## src/rtl/tsi_pkg.sv

```systemverilog
// shared constants, codes and types of the turtle symbol interpreter
`default_nettype none

package tsi_pkg;

  // branch stack depth and angle resolution
  localparam int unsigned STACK_DEPTH = 64;
  localparam int unsigned ANGLE_BITS  = 16;
  localparam int unsigned STACK_AW    = $clog2(STACK_DEPTH);
  localparam int unsigned LEVEL_W     = $clog2(STACK_DEPTH + 1);

  localparam int unsigned COORD_W = 24;
  localparam int unsigned CFG_W   = 24;
  localparam int unsigned COUNT_W = 16;
  localparam int unsigned LEN_W   = 16;
  localparam int unsigned ENTRY_W = 2 * COORD_W + ANGLE_BITS;

  // serial multiplier operand width
  localparam int unsigned MUL_W = 32;

  // configuration register indexes
  typedef logic [2:0] reg_idx_t;
  localparam reg_idx_t REG_ORIGIN_X   = 3'd0;
  localparam reg_idx_t REG_ORIGIN_Y   = 3'd1;
  localparam reg_idx_t REG_INIT_HEAD  = 3'd2;
  localparam reg_idx_t REG_TURN_STEP  = 3'd3;
  localparam reg_idx_t REG_STEP_LEN   = 3'd4;

  // symbol codes
  localparam logic [7:0] SYM_FWD   = 8'h46;
  localparam logic [7:0] SYM_PLUS  = 8'h2B;
  localparam logic [7:0] SYM_MINUS = 8'h2D;
  localparam logic [7:0] SYM_PUSH  = 8'h5B;
  localparam logic [7:0] SYM_POP   = 8'h5D;

  typedef enum logic [1:0] {
    FAULT_NONE      = 2'd0,
    FAULT_UNDERFLOW = 2'd1,
    FAULT_OVERFLOW  = 2'd2,
    FAULT_SATURATED = 2'd3
  } fault_e;

  // sine polynomial coefficients, q30
  localparam logic [MUL_W-1:0] K1 = 32'd1686629713;
  localparam logic [MUL_W-1:0] K3 = 32'd693598668;
  localparam logic [MUL_W-1:0] K5 = 32'd85569306;
  localparam logic [MUL_W-1:0] K7 = 32'd5026996;
  localparam logic [MUL_W-1:0] K9 = 32'd172272;

  typedef struct packed {
    logic [ANGLE_BITS-1:0] dir;
    logic [COUNT_W-1:0]    count;
    logic [LEN_W-1:0]      len;
  } move_req_t;

  typedef struct packed {
    logic [COORD_W-1:0] dx;
    logic [COORD_W-1:0] dy;
  } move_res_t;

endpackage

`default_nettype wire

```

## src/rtl/tsi_stack_ram.sv

```systemverilog
// branch stack storage with registered read
`default_nettype none

module tsi_stack_ram import tsi_pkg::*; (
  input  logic                clk_i,
  input  logic                we_i,
  input  logic [STACK_AW-1:0] waddr_i,
  input  logic [ENTRY_W-1:0]  wdata_i,
  input  logic                re_i,
  input  logic [STACK_AW-1:0] raddr_i,
  output logic [ENTRY_W-1:0]  rdata_o
);

  logic [ENTRY_W-1:0] mem_q [STACK_DEPTH];
  logic [ENTRY_W-1:0] rdata_q;

  always_ff @(posedge clk_i) begin
    if (we_i) begin
      mem_q[waddr_i] <= wdata_i;
    end
  end

  always_ff @(posedge clk_i) begin
    if (re_i) begin
      rdata_q <= mem_q[raddr_i];
    end
  end

  assign rdata_o = rdata_q;

endmodule

`default_nettype wire

```

## config.mk

```make
export PLATFORM = sky130hd
export DESIGN_NAME = tsi_stack_ram
export DESIGN_NICKNAME = d
export VERILOG_FILES = /design/src/rtl/tsi_pkg.sv /design/src/rtl/tsi_stack_ram.sv
export SDC_FILE = /design/constraint.sdc
export NUM_CORES = 2
export LEC_CHECK = 0
export BUFFER_PORTS_ARGS = -buffer_cell sky130_fd_sc_hd__buf_4
export CAP_MARGIN = 10
export CORE_MARGIN = 3
export CORE_UTILIZATION = 40
export DETAILED_ROUTE_END_ITERATION = 10
export PLACE_DENSITY = 0.52
export SYNTH_ARGS = -nofsm -noshare
export SYNTH_HDL_FRONTEND = slang
export SYNTH_SLANG_ARGS = --single-unit
```

## constraint.sdc

```tcl
create_clock -name clk_i -period 7.4 [get_ports clk_i]
set_clock_uncertainty 0.15 [all_clocks]
set_input_delay 0.74 -clock clk_i [delete_from_list [all_inputs] [get_ports clk_i]]
set_output_delay 0.74 -clock clk_i [all_outputs]
set_load 0.1 [all_outputs]
```

==> flow_summary_export.csv <==
group,metric,value,unit
synth,synth_area,157000,um2
clocking,cts_buffers,432,
cells_and_area,syn_to_final_growth,14.23,%
global_routing,grt_util_met2,38.55,%
drt,drt.antenna.violating_nets,0,
worst_setup_path,path_class,"in2reg",
synth,synth_warnings,0,
synth,synth_top_family_by_area,"multiplexers",
place,placedInstanceArea,165400,um2
clocking,postCtsSetupRepairBufs,0,
worst_setup_path,worst-endpoint-required,7.96,ns
clocking,cts-resized-gates,0,
sta,hold_violations,0,
drt,viasPerCell,6.008,
run,drv_cap,0,
sta,setup_viol,0,
global_routing,grt_antenna_before_repair,30,
place,place_ws,3.170,ns
die,die_x,632.5,um
global_routing,grt_max_degree,121,
power,leakage,55.35,nW
synth,synthArstFlopShare,0,%
clocking,ctsHoldBuffers,0,
drt,drt_wl_total,469.8,mm
place,hpwlAfterDp,237.2,mm
power,seqPwrFrac,52.4,%
place,place_congestion,0.7566,
clocking,clk_pin_slew,0.06,ns
worst_setup_path,cp-start-kind,"input port",
sta,setup_ws,4.216,ns
cells_and_area,fin_area,179300,um2
synth,postSynthAreaPerCell,23.79,um2
synth,synth_edf_count,4160,
synth,synthAdderAreaFrac,0,%
die,die_h,632.5,um
sta,slew_violations,0,
sta,worst_pin_slew,1.186,ns
global_routing,grtUsageMet3,3.111,%
synth,synth.mux.area_fraction,15.55,%
synth,synth-xor-area-share,0,%
place,portBuffers,142,
power,power.switching,10.96,mW
power,p_int,39.16,mW
global_routing,gr-usage-all-layers,23.39,%
sta,holdWs,0.1515,ns
global_routing,overflow,0,
cells_and_area,layout.cells.non_filler,12580,
drt,wl_per_cell,37.36,um
worst_setup_path,crit_fanout,81,
sta,timing.final.crit_period,3.184,ns
synth,synth_cells,6598,
power,power_per_cell_area,279.5,nW/um2
global_routing,top_usage_layer,"met2",
power,clkPwrFrac,42.6,%
sta,rsz0062_at_grt,"no",
die,core,390000,um2
synth,synth_top_flop_cell,"edfxtp_1",
cells_and_area,drive_above_1_share,28.40,%
sta,setup-tns-final,0,ns
place,dp.cells,11760,
cells_and_area,fillers,32050,
clocking,tritoncts,"done",
sta,period_share,43.03,%
drt,first_iter_violations,9262,
synth,syn-num-nets,6677,
power,ir_drop,213.8,uV
cells_and_area,final_core_util,45.99,%
clocking,htreeDepth,5,
global_routing,use_met1,33.17,%
global_routing,grt_pass1_vias,76880,
sta,fmax,0.3141,GHz
clocking,clkLatencyLatePin,0.97,ns
die,rows,229,
clocking,clkSinkCount,4160,
cells_and_area,finalNetCount,7076,
sta,slew_headroom,20.72,%
drt,drc,0,
worst_hold_path,hp-class,"in2reg",
die,initial_core_util,40.26,%
clocking,cts_buffer_depth,4,
synth,synth-seq-cells,4160,
synth,ys_types,32,
die,io_pins,143,
worst_setup_path,worstPathArrival,3.75,ns
global_routing,grt_pass1_wl,647.7,mm
power,combPwrFrac,5.0,%
clocking,cts_root_buf,"clkbuf_16",
power,sw_frac_of_total,21.86,%
run_status,status,"completed",
drt,drtPass1Iterations,6,
power,power,50.12,mW
synth,ys_seq_area_share,79.57,%
die,dieArea,400000,um2
worst_setup_path,critPathCaptureType,"register",
synth,yosys.area_share.simple,1.235,%
drt,via_count,75560,
synth,synth_compound_area_share,2.467,%
cell type report:
class                      instances  area (um2)  share of cell area [%]
sequential                      4160      124900                   69.66
clock inverter                   281        2649                   1.477
clock buffer                     522       11230                   6.264
inverter                          19       71.32                 0.03977
multi-input combinational       2049       30790                   17.17
tap                             5197        6502                   3.626
timing repair buffer             335        3138                   1.750
antenna                           12       30.03                 0.01674
layout by cell type, fill, tap and decap left out, types with 14 or more instances in the layout:
cell type   synthesis  routed
a211oi_1           63      63
a22o_1             88      88
a22oi_1           168     168
a2bb2oi_1          19      19
a31oi_1            18      18
a41oi_1            26      26
and3_1             64      64
buf_12              0      47
buf_4              34     285
bufinv_16           0      39
clkbuf_1          140      86
clkbuf_16           0     436
clkinv_1            0      93
clkinv_2            0     103
clkinvlp_4          0      14
edfxtp_1         4160    4160
inv_1              19      19
mux2i_1           135     135
mux4_2           1024    1024
nand2_1            58      54
nand3_1            45      45
nor2_1            112      47
nor2_4              0      65
nor2b_1            28      24
o221ai_1           38      38
o22ai_1            83      83
or2_2              28      28
or3_1              29      29
power by group through the flow:
stage / clock [mW] / combinational (mW) / sequential (mW)
2_1_floorplan: 0 / 1.22 / 26.9
3_3_place_gp: 0 / 2.50 / 26.7
3_5_place_dp: 0 / 2.54 / 26.8
4_1_cts: 21.8 / 2.54 / 26.3
5_1_grt: 22.7 / 2.64 / 26.3
6_report: 21.4 / 2.50 / 26.2
Yosys cell counts, drive strengths merged, types with 29 or more instances:
| master | number | area share, % |
|---|---|---|
| edfxtp | 4160 | 80 |
| and3 | 64 | 0.26 |
| clkbuf | 140 | 0.33 |
| o221ai | 38 | 0.21 |
| a22oi | 168 | 0.80 |
| nand2 | 58 | 0.14 |
| mux4 | 1024 | 15 |
| a22o | 88 | 0.49 |
| mux2i | 135 | 0.86 |
| o22ai | 83 | 0.33 |
| nor2 | 112 | 0.27 |
| buf | 230 | 0.80 |
| nand3 | 45 | 0.14 |
| a211oi | 63 | 0.30 |
| or3 | 29 | 0.12 |
layer usage:
metal	part of all wire [%]	routed length, um
met4	2.6	12140
met5	0.0087	41
met2	49	231700
met1	41	193900
met3	6.8	31970
state kept, by name, summed over array words and instances, names as in the netlist:
signal,cells
rdata_o,64
mem_q,4096
worst max-delay path, cell delays in order:
cell	delay, ns
buf_8	0.52
buf_12	0.44
buf_4	0.49
mux4_2	0.36
nor2b_1	0.14
a211oi_1	0.25
o22ai_1	0.14
and3_1	0.19
path summary, 6_finish.rpt:
path	startpoint	endpoint	slack [ns]	depth (start not counted)
max	raddr_i[1]	rdata_o[32]	4.22	8
min	wdata_i[57]	mem_q[23][57]	0.15	1
max reg2reg	mem_q[8][62]	rdata_o[62]	4.85	5
min reg2reg	mem_q[37][2]	rdata_o[2]	0.75	4
cell families (layout without fill, tap and decap cells):
logic type / count (synthesis) / count (layout)
mux: 1159 / 1159
flops: 4160 / 4160
buf+inv: 389 / 1157
compound gates: 504 / 504
simple gates: 386 / 386
other cells: 0 / 12
(Power assumes the default switching activity.)
