### src/rtl/tsi_pkg.sv
// shared constants, codes and types of the turtle symbol interpreter
`default_nettype none

package tsi_pkg;

  // branch stack depth and angle resolution
  localparam int unsigned STACK_DEPTH = 64;
  localparam int unsigned ANGLE_BITS  = 16;
  localparam int unsigned STACK_AW    = $clog2(STACK_DEPTH);
  localparam int unsigned LEVEL_W     = $clog2(STACK_DEPTH + 1);

  localparam int unsigned COORD_W = 24;
  localparam int unsigned CFG_W   = 24;
  localparam int unsigned COUNT_W = 16;
  localparam int unsigned LEN_W   = 16;
  localparam int unsigned ENTRY_W = 2 * COORD_W + ANGLE_BITS;

  // serial multiplier operand width
  localparam int unsigned MUL_W = 32;

  // configuration register indexes
  typedef logic [2:0] reg_idx_t;
  localparam reg_idx_t REG_ORIGIN_X   = 3'd0;
  localparam reg_idx_t REG_ORIGIN_Y   = 3'd1;
  localparam reg_idx_t REG_INIT_HEAD  = 3'd2;
  localparam reg_idx_t REG_TURN_STEP  = 3'd3;
  localparam reg_idx_t REG_STEP_LEN   = 3'd4;

  // symbol codes
  localparam logic [7:0] SYM_FWD   = 8'h46;
  localparam logic [7:0] SYM_PLUS  = 8'h2B;
  localparam logic [7:0] SYM_MINUS = 8'h2D;
  localparam logic [7:0] SYM_PUSH  = 8'h5B;
  localparam logic [7:0] SYM_POP   = 8'h5D;

  typedef enum logic [1:0] {
    FAULT_NONE      = 2'd0,
    FAULT_UNDERFLOW = 2'd1,
    FAULT_OVERFLOW  = 2'd2,
    FAULT_SATURATED = 2'd3
  } fault_e;

  // sine polynomial coefficients, q30
  localparam logic [MUL_W-1:0] K1 = 32'd1686629713;
  localparam logic [MUL_W-1:0] K3 = 32'd693598668;
  localparam logic [MUL_W-1:0] K5 = 32'd85569306;
  localparam logic [MUL_W-1:0] K7 = 32'd5026996;
  localparam logic [MUL_W-1:0] K9 = 32'd172272;

  typedef struct packed {
    logic [ANGLE_BITS-1:0] dir;
    logic [COUNT_W-1:0]    count;
    logic [LEN_W-1:0]      len;
  } move_req_t;

  typedef struct packed {
    logic [COORD_W-1:0] dx;
    logic [COORD_W-1:0] dy;
  } move_res_t;

endpackage

`default_nettype wire

### src/rtl/tsi_serial_mul.sv
// bit-serial unsigned shift-add multiplier
`default_nettype none

module tsi_serial_mul import tsi_pkg::*; (
  input  logic                 clk_i,
  input  logic                 rst_ni,
  input  logic                 start_i,
  input  logic [MUL_W-1:0]     a_i,
  input  logic [MUL_W-1:0]     b_i,
  output logic                 done_o,
  output logic [2*MUL_W-1:0]   p_o
);

  localparam int unsigned CNT_W = $clog2(MUL_W);

  logic             busy_q, busy_d;
  logic             done_q, done_d;
  logic [CNT_W-1:0] cnt_q, cnt_d;
  logic [MUL_W-1:0] a_q, a_d, hi_q, hi_d, lo_q, lo_d;
  logic [MUL_W:0]   sum;

  // one multiplier bit per cycle
  assign sum = {1'b0, hi_q} + (lo_q[0] ? {1'b0, a_q} : '0);

  always_comb begin
    busy_d = busy_q;
    done_d = 1'b0;
    cnt_d  = cnt_q;
    a_d    = a_q;
    hi_d   = hi_q;
    lo_d   = lo_q;
    if (start_i) begin
      a_d    = a_i;
      hi_d   = '0;
      lo_d   = b_i;
      cnt_d  = '0;
      busy_d = 1'b1;
    end else if (busy_q) begin
      hi_d  = sum[MUL_W:1];
      lo_d  = {sum[0], lo_q[MUL_W-1:1]};
      cnt_d = cnt_q + 1'b1;
      if (cnt_q == CNT_W'(MUL_W - 1)) begin
        busy_d = 1'b0;
        done_d = 1'b1;
      end
    end
  end

  always_ff @(posedge clk_i or negedge rst_ni) begin
    if (!rst_ni) begin
      busy_q <= 1'b0;
      done_q <= 1'b0;
      cnt_q  <= '0;
    end else begin
      busy_q <= busy_d;
      done_q <= done_d;
      cnt_q  <= cnt_d;
    end
  end

  always_ff @(posedge clk_i) begin
    a_q  <= a_d;
    hi_q <= hi_d;
    lo_q <= lo_d;
  end

  assign done_o = done_q;
  assign p_o    = {hi_q, lo_q};

endmodule

`default_nettype wire

### src/rtl/tsi_move.sv
// move sequencer: distance, sine and cosine polynomial and scaling on one serial multiplier
`default_nettype none

module tsi_move import tsi_pkg::*; (
  input  logic      clk_i,
  input  logic      rst_ni,
  input  logic      start_i,
  input  move_req_t req_i,
  output logic      done_o,
  output move_res_t res_o
);

  typedef enum logic [7:0] {
    STEP_DIST  = 8'b0000_0001,
    STEP_SQ    = 8'b0000_0010,
    STEP_K9    = 8'b0000_0100,
    STEP_K5    = 8'b0000_1000,
    STEP_K3    = 8'b0001_0000,
    STEP_K1    = 8'b0010_0000,
    STEP_SIN   = 8'b0100_0000,
    STEP_SCALE = 8'b1000_0000
  } step_e;

  logic               busy_q, busy_d;
  logic               issue_q, issue_d;
  logic               done_q, done_d;
  logic               angle_q, angle_d;
  step_e              step_q, step_d;
  move_req_t          req_q, req_d;
  logic [MUL_W-1:0]   dist_q, dist_d, x2_q, x2_d, t_q, t_d;
  logic [COORD_W-1:0] dx_q, dx_d, dy_q, dy_d;

  logic [MUL_W-1:0]   ph, fold, x, mul_a, mul_b, p_mid;
  logic               neg, mul_done;
  logic [2*MUL_W-1:0] p;
  logic [COORD_W-1:0] rnd, disp;

  // angle 0 is the cosine (phase plus a quarter turn), angle 1 the sine
  always_comb begin
    ph   = {req_q.dir, {(MUL_W - ANGLE_BITS){1'b0}}}
         + (angle_q ? 32'h0000_0000 : 32'h4000_0000);
    neg  = ph[MUL_W-1];
    fold = {1'b0, ph[MUL_W-2:0]};
    x    = (fold > 32'h4000_0000) ? (32'h8000_0000 - fold) : fold;
  end

  always_comb begin
    unique case (step_q)
      STEP_DIST: begin
        mul_a = MUL_W'(req_q.count);
        mul_b = MUL_W'(req_q.len);
      end
      STEP_SQ: begin
        mul_a = x;
        mul_b = x;
      end
      STEP_K9: begin
        mul_a = x2_q;
        mul_b = K9;
      end
      STEP_SIN: begin
        mul_a = x;
        mul_b = t_q;
      end
      STEP_SCALE: begin
        mul_a = dist_q;
        mul_b = t_q;
      end
      default: begin
        mul_a = x2_q;
        mul_b = t_q;
      end
    endcase
  end

  tsi_serial_mul u_mul (
    .clk_i   (clk_i),
    .rst_ni  (rst_ni),
    .start_i (issue_q),
    .a_i     (mul_a),
    .b_i     (mul_b),
    .done_o  (mul_done),
    .p_o     (p)
  );

  // product shifted down by 30, and the rounded signed displacement
  assign p_mid = p[61:30];
  assign rnd   = p[53:30] + COORD_W'(p[29]);
  assign disp  = neg ? (~rnd + 1'b1) : rnd;

  always_comb begin
    busy_d  = busy_q;
    issue_d = 1'b0;
    done_d  = 1'b0;
    angle_d = angle_q;
    step_d  = step_q;
    req_d   = req_q;
    dist_d  = dist_q;
    x2_d    = x2_q;
    t_d     = t_q;
    dx_d    = dx_q;
    dy_d    = dy_q;
    if (start_i) begin
      req_d   = req_i;
      busy_d  = 1'b1;
      issue_d = 1'b1;
      angle_d = 1'b0;
      step_d  = STEP_DIST;
    end else if (busy_q && mul_done) begin
      issue_d = 1'b1;
      unique case (step_q)
        STEP_DIST: begin
          dist_d = p[MUL_W-1:0];
          step_d = STEP_SQ;
        end
        STEP_SQ: begin
          x2_d   = p_mid;
          step_d = STEP_K9;
        end
        STEP_K9: begin
          t_d    = K7 - p_mid;
          step_d = STEP_K5;
        end
        STEP_K5: begin
          t_d    = K5 - p_mid;
          step_d = STEP_K3;
        end
        STEP_K3: begin
          t_d    = K3 - p_mid;
          step_d = STEP_K1;
        end
        STEP_K1: begin
          t_d    = K1 - p_mid;
          step_d = STEP_SIN;
        end
        STEP_SIN: begin
          t_d    = p_mid;
          step_d = STEP_SCALE;
        end
        STEP_SCALE: begin
          step_d = STEP_SQ;
          if (!angle_q) begin
            dx_d    = disp;
            angle_d = 1'b1;
          end else begin
            dy_d    = disp;
            issue_d = 1'b0;
            busy_d  = 1'b0;
            done_d  = 1'b1;
          end
        end
        default: step_d = STEP_DIST;
      endcase
    end
  end

  always_ff @(posedge clk_i or negedge rst_ni) begin
    if (!rst_ni) begin
      busy_q  <= 1'b0;
      issue_q <= 1'b0;
      done_q  <= 1'b0;
      angle_q <= 1'b0;
      step_q  <= STEP_DIST;
    end else begin
      busy_q  <= busy_d;
      issue_q <= issue_d;
      done_q  <= done_d;
      angle_q <= angle_d;
      step_q  <= step_d;
    end
  end

  always_ff @(posedge clk_i) begin
    req_q  <= req_d;
    dist_q <= dist_d;
    x2_q   <= x2_d;
    t_q    <= t_d;
    dx_q   <= dx_d;
    dy_q   <= dy_d;
  end

  assign done_o = done_q;
  assign res_o  = '{dx: dx_q, dy: dy_q};

endmodule

`default_nettype wire

### config.mk
export PLATFORM = sky130hd
export DESIGN_NAME = tsi_move
export DESIGN_NICKNAME = d
export VERILOG_FILES = /design/src/rtl/tsi_pkg.sv /design/src/rtl/tsi_serial_mul.sv /design/src/rtl/tsi_move.sv
export SDC_FILE = /design/constraint.sdc
export NUM_CORES = 1
export LEC_CHECK = 0
export BUFFER_PORTS_ARGS = -buffer_cell sky130_fd_sc_hd__buf_2
export CORE_UTILIZATION = 35
export DETAILED_ROUTE_END_ITERATION = 7
export SYNTH_ARGS = -nofsm -noshare
export SYNTH_HDL_FRONTEND = slang
export SYNTH_HIERARCHICAL = 1
export SYNTH_SLANG_ARGS = --single-unit
### constraint.sdc
create_clock -name clk_i -period 12.4 [get_ports clk_i]
set_input_delay 1.86 -clock clk_i [delete_from_list [all_inputs] [get_ports clk_i]]
set_output_delay 1.86 -clock clk_i [all_outputs]
set_load 0.02 [all_outputs]
==> flow_summary.toml <==
[layout]
antenna_cells = 0
layout_common_cells = "edfxtp_1, nand2_1, nor2_1, o21ai_0, a21oi_1"
layout_commonest_cell = "edfxtp_1"
utilization_pct = 41.0
fill_cells = 4610
ff_latch_area_um2 = 8810
area_growth_pct = 14.6
stdcell_count = 2336
design_area_um2 = 19700
nets = 1810
drive_above_1_share_pct = 16.0
multi_input_area_um2 = 7790

[setup_path]
cp_max_fo = 8
startpoint = "step_q[1]$_DFFE_PN0P_"
criticalPathCategory = "flip-flop to flip-flop"
arrival_ns = 5.04
cp-end-kind = "flip-flop"
start_kind = "flip-flop"
required_ns = 12.71
rrSetupSlack_ns = 7.66
timing.rr.start = "step_q[1]$_DFFE_PN0P_"

[logic_synthesis]
synth_compound_area_share_pct = 18.1
synth_top_cell_by_area = "edfxtp_1"
muxShareOfSynthArea_pct = 2.98
synth_fa_ha_area_share_pct = 5.02
synth_edf_count = 256
synth_fp_nets = 1717
synthArstFlopShare_pct = 6.19
synth_top_family_by_area = "compound AO/OA/AOI/OAI gates"
avgSynthCellArea_um2 = 10.7
synthFlopType = "edfxtp_1"
synth_cell_types = 98
synthXorXnorAreaFrac_pct = 5.46
yosys_warnings = 6
synth_cells = 1600
ys_ff_latch = 307
synth_top_cell_area_share_pct = 44.8
synthSimpleGateAreaFrac_pct = 13.6
yosysSeqAreaShare_pct = 51.3
synthTopCellsByArea = "edfxtp_1, ha_1, xnor2_1"
syn-cell-area_um2 = 17200

[global_route]
grt_pass1_wl_mm = 78.9
overflow = 0
grt_max_degree = 74
grt_antenna_before_repair = 1
grt.total_usage_pct = 20.8
grt_pass1_vias = 13000

[placed_design]
place_area_um2 = 18400
io_buffers = 99
placed_cells = 2270
gp_congestion = 1.01
hpwlAfterDp_mm = 38.7

[clock_network]
post_cts_buffers = 0
clk_path_buf_depth = 3
root_buffer = "clkbuf_16"
cts_buffers = 36
ctsResizeCount = 0
cts_tree = "built"
cts_hold_buf = 0
clk-insertion-delay-late_ns = 0.56
htreeDepth = 2
clock_sinks = 307
clk_pin_slew_ns = 0.06

[timing]
fmax_mhz = 211
setup_viol = 0
worst_slew_pin_slew_ns = 1.14
hold-worst-slack_ns = 0.443
timing.slew.headroom_pct = 23.3
final.setup.tns_ns = 0
fin_skew_ns = 0.0152
rsz0062_at_grt = "no"
period_share_pct = 38.2
hold_viol_final = 0
period_minus_slack_ns = 4.74
slew_viol_final = 0

[route]
routed_wl_mm = 52.7
routed_via_density = 5.72
drc = 0
detail-route-antenna-nets = 0
dr.pass1.iters = 8
drt-initial-drc-count = 1439
vias = 13400
wl_per_cell_um = 22.6

[die]
die_w_um = 224
ios = 100
die_h_um = 224
core_um2 = 48000
start_util_pct = 35.8
num_rows = 80
dieArea_um2 = 50000

[power_and_ir_drop]
p_leak_nw = 7.39
ir_drop_mv = 0.108
power_density_nw_per_um2 = 164

[min_path]
min_from = "u_mul/lo_q[20]$_DFFE_PP_"
hold_class = "flip-flop to flip-flop"

[run_status]
run_status = "finished clean"

[job]
cap_violations = 0
[worst paths after layout]
path	end	cells past startpoint
setup / recovery	t_q[25]$_DFFE_PP_	13
hold / removal	dist_q[20]$_DFFE_PP_	0
setup reg to reg	t_q[25]$_DFFE_PP_	13
hold reg to reg	dist_q[20]$_DFFE_PP_	0
max in group asynchronous	issue_q$_DFF_PN0_	1
min in group asynchronous	u_mul/busy_q$_DFF_PN0_	1
[sequential cells by signal (all words and copies together), names as in the netlist, 5 cells and up]
| name | flops |
|---|---|
| x2_q | 32 |
| u_mul/lo_q | 32 |
| step_q | 8 |
| u_mul/hi_q | 32 |
| dx_q | 24 |
| dy_q | 24 |
| req_q | 48 |
| u_mul/a_q | 32 |
| t_q | 32 |
| u_mul/cnt_q | 5 |
| dist_q | 32 |
[worst max-delay path: stages (launching register included)]
cell and delay [ns]:
dfrtp_1 0.46, nor4_1 0.52, and2_1 0.24, nand3b_1 0.27
nand2_1 0.43, inv_1 0.13, ha_1 0.25, or2_2 0.30
o311ai_1 0.42, o2111ai_2 0.32, and2_1 0.28, a211oi_1 0.51
o22ai_1 0.14, a41o_1 0.23
[routing by layer]
metal,GRT usage (%),routed length (um),up-vias
met5,0,0,-
met4,7.56,1700,0
met3,3.66,3750,107
met2,33.8,24400,502
met1,27.7,22800,6541
li1,-,-,6216
[cell families (layout without fill, tap and decap cells)]
logic type	after synthesis	count (layout)
compound gates	451	451
flops	307	307
buf+inv	159	280
simple gates	461	461
xor+xnor	107	107
mux	47	47
fa+ha+maj	68	68
[cell usage after synthesis, types with 7 or more instances]
library cell / n
and3_1: 19
or3_1: 11
o41ai_1: 7
nor2b_1: 12
ha_1: 64
a222oi_1: 17
o21ai_0: 102
nand2b_1: 12
o31ai_1: 15
a21o_1: 19
inv_1: 74
nand3_1: 43
nand4_1: 16
buf_1: 9
mux2i_1: 14
mux2_2: 33
and4_1: 9
dfxtp_1: 32
a21oi_1: 102
a31oi_1: 15
and2_1: 43
o211ai_1: 16
xnor2_1: 84
clkbuf_1: 61
xor2_1: 23
o21ai_1: 15
nor4_1: 7
o21a_1: 10
a211oi_1: 12
a221o_1: 13
a22o_1: 11
o221ai_1: 10
dfrtp_1: 18
nor3_1: 37
buf_2: 11
nor2_1: 103
nand2_1: 116
a22oi_1: 21
edfxtp_1: 256
[power breakdown]
| group | total, mW | switching (mW) | internal, mW |
|---|---|---|---|
| Clock | 1.11 | 0.456 | 0.650 |
| Combinational | 0.859 | 0.543 | 0.316 |
| Sequential | 1.27 | 0.0519 | 1.21 |
[layout make-up]
cell class,count,area share [%]
Sequential cell,307,44.8
Multi-Input combinational cell,1134,39.6
Clock buffer,40,4.65
Timing Repair Buffer,137,3.97
Tap cell,615,3.91
Clock inverter,26,1.61
Inverter,77,1.49
[stage by stage]
step,power [mW],worst slack (ns)
detailed placement,2.13,7.72
global route,3.37,7.39
finish,3.23,7.66
CTS,3.25,7.66
floorplan,1.85,7.29
global placement,2.12,7.79
Power figures use the tool's default switching activity.
